[src/smnce_pkg.sv]
// Shared types, constants and table construction for the loss unit.
`default_nettype none
package smnce_pkg;

  localparam int MAX_ELEMENTS = 4096;
  localparam int TABLE_ENTRIES = 256;
  localparam int IDX_W = $clog2(MAX_ELEMENTS);
  localparam int TALLY_W = $clog2(MAX_ELEMENTS + 1);
  localparam int LOGIT_W = 16;
  localparam int TARGET_W = 2;
  localparam int WEIGHT_W = 16;
  localparam int LOSS_W = 32;
  localparam int GRAD_W = 16;
  localparam int SUM_W = 40;
  localparam int MAXNEG_W = 24;
  localparam int TAB_W = 13;
  localparam int DIV_W = 48;
  localparam int DIVISOR_W = 18;
  localparam int IN_DATA_W = 24;
  localparam int OUT_DATA_W = 80;
  localparam logic [WEIGHT_W-1:0] WEIGHT_RESET = 16'd256;
  localparam logic [TARGET_W-1:0] TARGET_NEG = 2'd0;
  localparam logic [TARGET_W-1:0] TARGET_POS = 2'd1;
  localparam logic [TARGET_W-1:0] TARGET_IGNORE = 2'd2;
  localparam logic [TARGET_W-1:0] TARGET_IGNORE_HI = 2'd3;
  localparam logic KIND_FORWARD = 1'b0;
  localparam logic KIND_BACKWARD = 1'b1;

  typedef struct packed {
    logic accept;
    logic mul;
    logic prep;
    logic div_step;
    logic out_load;
  } cmd_t;

  typedef struct packed {
    logic fwd_nonlast;
    logic bwd_inactive;
    logic div_last;
    logic out_free;
  } stat_t;

  function automatic logic [63:0] udiv64(input logic [63:0] n, input logic [63:0] d);
    logic [64:0] r;
    logic [63:0] q;
    r = '0;
    q = '0;
    for (int i = 63; i >= 0; i--) begin
      r = {r[63:0], n[i]};
      if (r >= {1'b0, d}) begin
        r = r - {1'b0, d};
        q[i] = 1'b1;
      end
    end
    return q;
  endfunction

  // {sigmoid(a_k), softplus(-a_k)} in Q.12, a_k = k*8/entries
  function automatic logic [2*TAB_W-1:0] table_entry(input int k, input int entries);
    logic [63:0] one, a, y, p2, p3, p4, e, z, z2, term, sum, ln, sp, sig;
    one = 64'd1 << 30;
    a = udiv64(64'(k) << 33, 64'(entries));
    y = a >> 8;
    p2 = (y * y) >> 30;
    p3 = (p2 * y) >> 30;
    p4 = (p3 * y) >> 30;
    e = one - y + p2 / 2 - p3 / 6 + p4 / 24;
    for (int i = 0; i < 8; i++) begin
      e = (e * e + (64'd1 << 29)) >> 30;
    end
    z = udiv64(e << 30, (64'd2 << 30) + e);
    z2 = (z * z) >> 30;
    term = z;
    sum = '0;
    for (int j = 1; j <= 21; j += 2) begin
      sum = sum + udiv64(term, 64'(j));
      term = (term * z2) >> 30;
    end
    ln = 2 * sum;
    sp = (ln + (64'd1 << 17)) >> 18;
    sig = (udiv64(64'd1 << 60, one + e) + (64'd1 << 17)) >> 18;
    return {sig[TAB_W-1:0], sp[TAB_W-1:0]};
  endfunction

endpackage
`default_nettype wire

[src/sigmoid_max_neg_cross_entropy_loss_unit.sv]
// Top level of the sigmoid cross-entropy loss unit with hard negative mining.
// A forward element that is not marked last only updates the accumulators
// and yields no result. The last forward element and every backward element
// with a positive label or at the hard negative index go from acceptance
// through a multiply, operand preparation, 48 steps of the restoring divider,
// which retires one quotient bit per cycle, and a load of the output register,
// which waits for that register to be free. Other backward elements go straight
// from acceptance to that load. One element is in work at a time; a finished
// result waits in the output register while the next element is taken.
// Tables are constant logic, so there is no start-up pass after reset.
`default_nettype none
module sigmoid_max_neg_cross_entropy_loss_unit #(
  parameter int TABLE_ENTRIES = smnce_pkg::TABLE_ENTRIES
) (
  input  wire logic                                  clk,
  input  wire logic                                  rst,
  input  wire logic                                  s_tvalid,
  output logic                                       s_tready,
  // logit[15:0], target[17:16], zero[23:18]
  input  wire logic [smnce_pkg::IN_DATA_W-1:0]       s_tdata,
  // kind
  input  wire logic                                  s_tuser,
  input  wire logic                                  s_tlast,
  output logic                                       m_tvalid,
  input  wire logic                                  m_tready,
  // loss[31:0], gradient[47:32], hard_negative_index[59:48],
  // hard_negative_found[60], positive_count[73:61], zero[79:74]
  output logic [smnce_pkg::OUT_DATA_W-1:0]           m_tdata,
  // result_kind
  output logic                                       m_tuser,
  input  wire logic                                  cfg_valid,
  output logic                                       cfg_ready,
  input  wire logic [smnce_pkg::WEIGHT_W-1:0]        cfg_data
);

  smnce_pkg::cmd_t cmd;
  smnce_pkg::stat_t stat;

  assign cfg_ready = 1'b1;

  smnce_ctrl u_ctrl (
    .clk      (clk),
    .rst      (rst),
    .in_valid (s_tvalid),
    .in_ready (s_tready),
    .stat     (stat),
    .cmd      (cmd)
  );

  smnce_datapath #(
    .TABLE_ENTRIES (TABLE_ENTRIES)
  ) u_datapath (
    .clk       (clk),
    .rst       (rst),
    .kind      (s_tuser),
    .logit     (s_tdata[15:0]),
    .target    (s_tdata[17:16]),
    .last      (s_tlast),
    .cfg_we    (cfg_valid & cfg_ready),
    .cfg_value (cfg_data),
    .cmd       (cmd),
    .stat      (stat),
    .out_ready (m_tready),
    .out_valid (m_tvalid),
    .out_kind  (m_tuser),
    .out_data  (m_tdata)
  );

endmodule
`default_nettype wire

[src/smnce_ctrl.sv]
// Sequencing state machine for the loss unit.
`default_nettype none
module smnce_ctrl (
  input  wire logic            clk,
  input  wire logic            rst,
  input  wire logic            in_valid,
  output logic                 in_ready,
  input  wire smnce_pkg::stat_t stat,
  output smnce_pkg::cmd_t      cmd
);

  typedef enum logic [4:0] {
    S_IDLE = 5'b00001,
    S_MUL  = 5'b00010,
    S_PREP = 5'b00100,
    S_DIV  = 5'b01000,
    S_DONE = 5'b10000
  } state_t;

  state_t state, state_next;

  assign in_ready = (state == S_IDLE);

  always_comb begin
    state_next = state;
    cmd = '0;
    case (state)
      S_IDLE: begin
        if (in_valid) begin
          cmd.accept = 1'b1;
          if (stat.fwd_nonlast) state_next = S_IDLE;
          else if (stat.bwd_inactive) state_next = S_DONE;
          else state_next = S_MUL;
        end
      end
      S_MUL: begin
        cmd.mul = 1'b1;
        state_next = S_PREP;
      end
      S_PREP: begin
        cmd.prep = 1'b1;
        state_next = S_DIV;
      end
      S_DIV: begin
        cmd.div_step = 1'b1;
        if (stat.div_last) state_next = S_DONE;
      end
      S_DONE: begin
        if (stat.out_free) begin
          cmd.out_load = 1'b1;
          state_next = S_IDLE;
        end
      end
      default: state_next = S_IDLE;
    endcase
  end

  always_ff @(posedge clk) begin
    if (rst) state <= S_IDLE;
    else state <= state_next;
  end

endmodule
`default_nettype wire

[src/smnce_datapath.sv]
// Accumulators, table lookup, multiplier, serial divider and output register.
`default_nettype none
module smnce_datapath #(
  parameter int TABLE_ENTRIES = smnce_pkg::TABLE_ENTRIES
) (
  input  wire logic                               clk,
  input  wire logic                               rst,
  input  wire logic                               kind,
  input  wire logic [smnce_pkg::LOGIT_W-1:0]      logit,
  input  wire logic [smnce_pkg::TARGET_W-1:0]     target,
  input  wire logic                               last,
  input  wire logic                               cfg_we,
  input  wire logic [smnce_pkg::WEIGHT_W-1:0]     cfg_value,
  input  wire smnce_pkg::cmd_t                    cmd,
  output smnce_pkg::stat_t                        stat,
  input  wire logic                               out_ready,
  output logic                                    out_valid,
  output logic                                    out_kind,
  output logic [smnce_pkg::OUT_DATA_W-1:0]        out_data
);

  localparam int TIDX_W = (TABLE_ENTRIES > 1) ? $clog2(TABLE_ENTRIES) : 1;
  localparam int TW = smnce_pkg::TAB_W;
  localparam int IW = smnce_pkg::IDX_W;
  localparam int CW = smnce_pkg::TALLY_W;
  localparam int DW = smnce_pkg::DIV_W;
  localparam int VW = smnce_pkg::DIVISOR_W;
  localparam int SW = smnce_pkg::SUM_W;
  localparam int MW = smnce_pkg::MAXNEG_W;
  localparam int CNT_W = $clog2(DW);
  localparam logic [TW-1:0] Q12_ONE = TW'(4096);
  localparam logic [CW-1:0] TALLY_MAX = CW'(smnce_pkg::MAX_ELEMENTS);

  logic [TW-1:0] sp_tab [TABLE_ENTRIES];
  logic [TW-1:0] sig_tab [TABLE_ENTRIES];

  for (genvar k = 0; k < TABLE_ENTRIES; k++) begin : g_tab
    localparam logic [2*TW-1:0] ENTRY = smnce_pkg::table_entry(k, TABLE_ENTRIES);
    assign sp_tab[k] = ENTRY[TW-1:0];
    assign sig_tab[k] = ENTRY[2*TW-1:TW];
  end

  logic [smnce_pkg::WEIGHT_W-1:0] grad_scale;
  logic [IW-1:0] elem_idx;
  logic [SW-1:0] pos_sum;
  logic [CW-1:0] pos_tally;
  logic [MW-1:0] max_neg;
  logic [IW-1:0] max_pos;
  logic neg_seen, fwd_open;

  logic is_grad, grad_neg, active;
  logic [TW-1:0] m_mag;
  logic [CW-1:0] numr;
  logic [25:0] prod1;
  logic [DW-1:0] quot;
  logic [VW-1:0] rem, divisor;
  logic [CNT_W-1:0] cnt;

  logic xneg;
  logic [16:0] mag;
  logic [31:0] tidx_full;
  logic [TIDX_W-1:0] tidx;
  logic [TW-1:0] sp, sig, dval;
  logic [16:0] l_pos, l_neg;
  logic [SW-1:0] base_sum;
  logic [CW-1:0] base_tally;
  logic [MW-1:0] base_max;
  logic [IW-1:0] base_pos, here;
  logic base_seen;
  logic [SW:0] sum_add;
  logic [SW-1:0] sum_next;
  logic [CW-1:0] tally_next;
  logic [MW-1:0] max_next;
  logic [IW-1:0] pos_next;
  logic seen_next;
  logic in_active, in_neg;
  logic [TW-1:0] in_mag;
  logic [CW-1:0] in_numr;

  always_comb begin
    xneg = logit[15];
    mag = xneg ? (17'd0 - {logit[15], logit}) : {1'b0, logit};
    tidx_full = (32'(mag) * 32'(TABLE_ENTRIES) + 32'd16384) >> 15;
    if (tidx_full >= 32'(TABLE_ENTRIES - 1)) tidx = TIDX_W'(TABLE_ENTRIES - 1);
    else tidx = tidx_full[TIDX_W-1:0];
    sp = sp_tab[tidx];
    sig = sig_tab[tidx];
    l_pos = (xneg ? mag : 17'd0) + 17'(sp);
    l_neg = (xneg ? 17'd0 : mag) + 17'(sp);
    base_sum = fwd_open ? pos_sum : '0;
    base_tally = fwd_open ? pos_tally : '0;
    base_max = fwd_open ? max_neg : '0;
    base_pos = fwd_open ? max_pos : '0;
    base_seen = fwd_open & neg_seen;
    if (kind == smnce_pkg::KIND_FORWARD) here = fwd_open ? elem_idx : '0;
    else here = fwd_open ? '0 : elem_idx;
    sum_add = {1'b0, base_sum} + (SW + 1)'(l_pos);
    sum_next = base_sum;
    tally_next = base_tally;
    max_next = base_max;
    pos_next = base_pos;
    seen_next = base_seen;
    if (target == smnce_pkg::TARGET_POS) begin
      sum_next = sum_add[SW] ? {SW{1'b1}} : sum_add[SW-1:0];
      if (base_tally < TALLY_MAX) tally_next = base_tally + CW'(1);
    end else if (target == smnce_pkg::TARGET_NEG) begin
      if (!base_seen || MW'(l_neg) > base_max) begin
        max_next = MW'(l_neg);
        pos_next = here;
        seen_next = 1'b1;
      end
    end
    dval = xneg ? (Q12_ONE - sig) : sig;
    in_active = 1'b0;
    in_neg = 1'b0;
    in_mag = dval;
    in_numr = pos_tally;
    if (target == smnce_pkg::TARGET_POS) begin
      in_active = 1'b1;
      in_neg = 1'b1;
      in_mag = Q12_ONE - dval;
      in_numr = CW'(1);
    end else if (target == smnce_pkg::TARGET_NEG && neg_seen && here == max_pos) begin
      in_active = 1'b1;
    end
  end

  assign stat.fwd_nonlast = (kind == smnce_pkg::KIND_FORWARD) && !last;
  assign stat.bwd_inactive = (kind == smnce_pkg::KIND_BACKWARD) && !in_active;
  assign stat.div_last = (cnt == CNT_W'(DW - 1));
  assign stat.out_free = !out_valid || out_ready;

  always_ff @(posedge clk) begin
    if (rst) begin
      grad_scale <= smnce_pkg::WEIGHT_RESET;
      elem_idx <= '0;
      pos_sum <= '0;
      pos_tally <= '0;
      max_neg <= '0;
      max_pos <= '0;
      neg_seen <= 1'b0;
      fwd_open <= 1'b0;
    end else begin
      if (cfg_we) grad_scale <= cfg_value;
      if (cmd.accept) begin
        elem_idx <= last ? '0 : here + IW'(1);
        if (kind == smnce_pkg::KIND_FORWARD) begin
          fwd_open <= !last;
          pos_sum <= sum_next;
          pos_tally <= tally_next;
          max_neg <= max_next;
          max_pos <= pos_next;
          neg_seen <= seen_next;
        end else begin
          fwd_open <= 1'b0;
        end
      end
    end
  end

  logic [CW:0] n1;
  logic [DW-1:0] loss_num, grad_num;
  logic [VW:0] rtry;

  always_comb begin
    n1 = {1'b0, pos_tally} + (CW + 1)'(1);
    loss_num = ((DW'(pos_sum) + DW'(max_neg) * DW'(pos_tally)) << 4) + DW'(n1 >> 1);
    grad_num = DW'(prod1) * DW'(grad_scale) + (DW'(n1) << 4);
    rtry = {rem, quot[DW-1]};
  end

  always_ff @(posedge clk) begin
    if (cmd.accept) begin
      is_grad <= kind;
      active <= in_active;
      grad_neg <= in_neg;
      m_mag <= in_mag;
      numr <= in_numr;
    end
    if (cmd.mul) prod1 <= 26'(m_mag) * 26'(numr);
    if (cmd.prep) begin
      quot <= is_grad ? grad_num : loss_num;
      divisor <= is_grad ? (VW'(n1) << 5) : VW'(n1);
      rem <= '0;
      cnt <= '0;
    end
    if (cmd.div_step) begin
      cnt <= cnt + CNT_W'(1);
      if (rtry >= {1'b0, divisor}) begin
        rem <= VW'(rtry - {1'b0, divisor});
        quot <= {quot[DW-2:0], 1'b1};
      end else begin
        rem <= rtry[VW-1:0];
        quot <= {quot[DW-2:0], 1'b0};
      end
    end
  end

  logic [smnce_pkg::LOSS_W-1:0] loss_val;
  logic [smnce_pkg::GRAD_W-1:0] grad_val;

  always_comb begin
    loss_val = (|quot[DW-1:32]) ? '1 : quot[31:0];
    grad_val = '0;
    if (is_grad && active) begin
      if (grad_neg) grad_val = (quot > DW'(32768)) ? 16'h8000 : 16'(16'd0 - quot[15:0]);
      else grad_val = (quot > DW'(32767)) ? 16'h7fff : quot[15:0];
    end
    if (is_grad) loss_val = '0;
  end

  always_ff @(posedge clk) begin
    if (rst) begin
      out_valid <= 1'b0;
    end else if (cmd.out_load) begin
      out_valid <= 1'b1;
    end else if (out_ready) begin
      out_valid <= 1'b0;
    end
  end

  always_ff @(posedge clk) begin
    if (cmd.out_load) begin
      out_kind <= is_grad;
      out_data <= {6'd0, pos_tally, neg_seen, max_pos, grad_val, loss_val};
    end
  end

endmodule
`default_nettype wire

[config.mk]
export PLATFORM = sky130hd
export DESIGN_NAME = sigmoid_max_neg_cross_entropy_loss_unit
export DESIGN_NICKNAME = d
export VERILOG_FILES = /design/src/smnce_pkg.sv /design/src/sigmoid_max_neg_cross_entropy_loss_unit.sv /design/src/smnce_ctrl.sv /design/src/smnce_datapath.sv
export SDC_FILE = /design/constraint.sdc
export NUM_CORES = 2
export LEC_CHECK = 0
export ABC_AREA = 1
export BUFFER_PORTS_ARGS = -buffer_cell sky130_fd_sc_hd__clkbuf_2
export CAP_MARGIN = 20
export CORE_UTILIZATION = 40
export CTS_BUF_LIST = sky130_fd_sc_hd__clkbuf_4
export CTS_CLUSTER_SIZE = 30
export DETAILED_ROUTE_END_ITERATION = 8
export SYNTH_ARGS = -nofsm -noshare
export SYNTH_HDL_FRONTEND = slang
export SYNTH_HIERARCHICAL = 1
export SYNTH_SLANG_ARGS = --single-unit
export TNS_END_PERCENT = 1
[constraint.sdc]
create_clock -name clk -period 17.03 [get_ports clk]
set_clock_uncertainty 0.1 [all_clocks]
set_input_delay 0 -clock clk [delete_from_list [all_inputs] [get_ports clk]]
set_output_delay 0 -clock clk [all_outputs]
set_load 0.005 [all_outputs]
==> out/results.tsv <==
metric	value	unit
outcome	completed	
dr.pass1.iters	6	
worst_path_max_delay_cell	a2111oi_0	
ys_seq_elements	345	
end_kind	flop	
place_congestion	0.946	
wl_per_cell	18.3	um
p_clk_frac	0.107	
grt_max_degree	73	
clock.fmax	0.0838	GHz
place_hpwl	129000	um
ir_drop	0.197	mV
p_int	3600	uW
clockRootBuffer	clkbuf_4	
die_y	370	um
cts_made_buffers	104	
post-route-util	0.439	
cts_setup_buffers	0	
cts_buffer_depth	3	
grt_pass1_vias	48300	
num_rows	134	
ys_types	72	
vias	47000	
multi_input_area	37900	sq um
regArea	9110	sq um
drc	0	
drv_cap	0	
cts.sinks	345	
grt_antenna_before_repair	5	
fp.dieW	370	um
cts_tree	yes	
dr.first_iter.drc_count	3445	
tightest_slew	1.11	ns
fillers	13500	
dpl.cell_count	8778	
hp-class	input pin to flop	
final_cells	9090	
num-nets-final	8436	
relSlewSlack	0.261	
crit_required	17.86	ns
finalMaxSlewViolations	0	
p_leak	0.0307	uW
finalCritPeriodShare	0.701	
critical-path-top-delay-family	buffers and inverters	
dieArea	137000	sq um
path_buf_inv	10	
drive_gt1_frac	0.0672	
ant_nets	0	
p_seq_frac	0.165	
p_per_area	129	nW/um^2
wl	166000	um
seq_area_frac_synth	0.168	
cp_common_cell	a21oi_1	
htree_levels	3	
layout_min_cycle_time	11.94	ns
critPathMaxFanout	58	
rsz0062_at_grt	false	
clock_latency	0.98	ns
initial_utilization	0.405	
coreArea	134000	sq um
io-pin-count	131	
tns	0	ns
synthCells	7158	
critPathLaunch	s_tdata[15]	
hold_viol	0	
io_buffers	117	
swShare	0.525	
cp.arrival	12.76	ns
start_kind	input pin	
setup_violations	0	
synthArstFlopShare	0	
p_comb_frac	0.728	
synth_edf_count	220	
viasPerCell	5.17	
grt-ovfl-total	0	
synth_area_per_cell	7.58	sq um
syn2layout_area_growth	8.32	%
grt_pass1_wl	267000	um
cts_resized	0	
crit_path_max_incr_delay	0.78	ns
yosysWarnings	6	
path_class	input pin to flop	
hold_start	s_tdata[13]	
synth_top_flop_cell	edfxtp_1	
timing.rr.start	u_datapath/max_neg[4]$_SDFFE_PP0P_	
clk_pin_slew	0.07	ns
syn_area	54300	sq um
grt_usage	0.248	
switching_power	3970	uW
[cell usage in the layout (no fill, tap or decap), drive strengths merged, types with 5 or more instances in the layout]
cell and count:
nand3b 6, a22oi 5, o21bai 14, dfxtp 125, xor2 93, nand4 57, o211ai 37, buf 64
nand3 219, a221oi 31, nor2 489, o21a 13, edfxtp 220, a21oi 405, ha 400, nor3 46
inv 1586, o2111ai 10, o21ai 312, a21boi 5, o22ai 8, a31oi 60, diode 5, o311ai 5
or2 11, fa 752, xnor2 67, a211oi 24, clkinv 31, nand2 1752, dlygate4sd3 119, nor4 25
conb 9, clkbuf 267, o221ai 10, a21o 8
[area by class of cell]
| type | instances | area share |
|---|---|---|
| Multi-Input combinational cell | 4903 | 0.644 |
| Inverter | 1583 | 0.101 |
| Clock buffer | 150 | 0.0192 |
| Timing Repair Buffer | 300 | 0.0398 |
| Sequential cell | 345 | 0.155 |
| Clock inverter | 36 | 0.00294 |
| Tap cell | 1768 | 0.0376 |
| Antenna cell | 5 | 0.000213 |
[state kept, by name, summed over array words and instances (netlist names), 16 cells and up]
| signal | count |
|---|---|
| u_datapath/prod1 | 26 |
| u_datapath/out_data | 74 |
| u_datapath/quot | 48 |
| u_datapath/divisor | 18 |
| u_datapath/pos_sum | 40 |
| u_datapath/rem | 18 |
| u_datapath/max_neg | 24 |
| u_datapath/grad_scale | 16 |
[Yosys cell counts (9+ instances only)]
cell type | count | area, sq um
nor3_1 | 44 | 220
clkbuf_1 | 259 | 972
a211oi_1 | 24 | 180
buf_4 | 13 | 97.6
buf_1 | 39 | 146
edfxtp_1 | 220 | 6610
o2111ai_1 | 10 | 87.6
or2_2 | 9 | 56.3
nor2_1 | 452 | 1700
o221ai_1 | 10 | 87.6
nor2_4 | 16 | 180
o211ai_1 | 36 | 270
nand2_1 | 1713 | 6430
o21a_1 | 13 | 97.6
buf_2 | 14 | 70.1
o21ai_1 | 15 | 75.1
fa_1 | 752 | 15100
inv_2 | 32 | 120
nand3_1 | 211 | 1060
o21bai_1 | 14 | 105
nor2_2 | 20 | 125
ha_1 | 400 | 5000
xor2_1 | 93 | 815
dfxtp_1 | 125 | 2500
nand2_2 | 31 | 194
nand4_1 | 54 | 338
a221oi_1 | 31 | 272
xnor2_1 | 66 | 578
inv_1 | 1549 | 5810
nor4_1 | 25 | 156
o21ai_0 | 297 | 1490
a31oi_1 | 60 | 375
a21oi_1 | 403 | 2020
[per-stage QoR]
step                setup WS [ns]  instance area [sq um]  power [uW]  hold slack, ns
floorplan                    9.19                  54300        5180         -0.0309
global placement             5.61                  56200        6700           0.127
detailed placement           5.64                  56200        6740           0.121
CTS                          5.42                  58700        7660          0.0193
global route                 4.40                  58800        8450           0.144
finish                       5.09                  58800        7570           0.165
[kinds of logic (layout without fill, tap and decap cells)]
family | after synthesis | count (layout) | synth area share
simple gates | 2614 | 2614 | 0.200
buf+inv | 1917 | 2069 | 0.135
fa+ha+maj | 1152 | 1152 | 0.370
compound gates | 967 | 967 | 0.101
flops | 345 | 345 | 0.168
xor+xnor | 160 | 160 | 0.0260
other cells | 2 | 14 | 0.000138
mux | 1 | 1 | 0.000184
[worst paths after layout]
| path | endpoint | slack, ns | cells after the start |
|---|---|---|---|
| max reg2reg | u_datapath/quot[37]$_DFFE_PP_ | 8.56 | 35 |
| max | u_datapath/max_neg[15]$_SDFFE_PP0P_ | 5.09 | 54 |
| min reg2reg | u_datapath/elem_idx[9]$_SDFFE_PP0P_ | 0.37 | 2 |
| min | u_datapath/max_neg[13]$_SDFFE_PP0P_ | 0.17 | 7 |
[worst register-to-register path: cells and delay by family, from the launching register on]
| kind | cells | cell delay, ns |
|---|---|---|
| adder cells (fa/ha/maj) | 8 | 3.54 |
| AND/OR/NAND/NOR | 10 | 1.91 |
| AO/OA/AOI/OAI | 7 | 0.99 |
| flip-flops | 1 | 0.76 |
| buffers and inverters | 8 | 0.52 |
| XOR/XNOR | 2 | 0.35 |
[power groups by stage]
stage / Clock, uW / Sequential, uW / Combinational, uW
finish: 809 / 1250 / 5510
CTS: 842 / 1250 / 5570
global placement: 0 / 1270 / 5440
global route: 882 / 1250 / 6310
detailed placement: 0 / 1260 / 5480
floorplan: 0 / 1150 / 4040
[routing by layer]
layer | track usage | wire, um | share of wire
met5 | 0 | 0 | 0
met2 | 0.411 | 77700 | 0.47
met4 | 0.0798 | 4440 | 0.027
met3 | 0.0294 | 9460 | 0.057
met1 | 0.336 | 74700 | 0.45
[repair_timing]
action	4_1_cts	5_1_grt
endpoints found under the setup margin	0	0
hold buffers	119	0
endpoints found under the hold margin	185	0
Power figures use the tool's default switching activity.
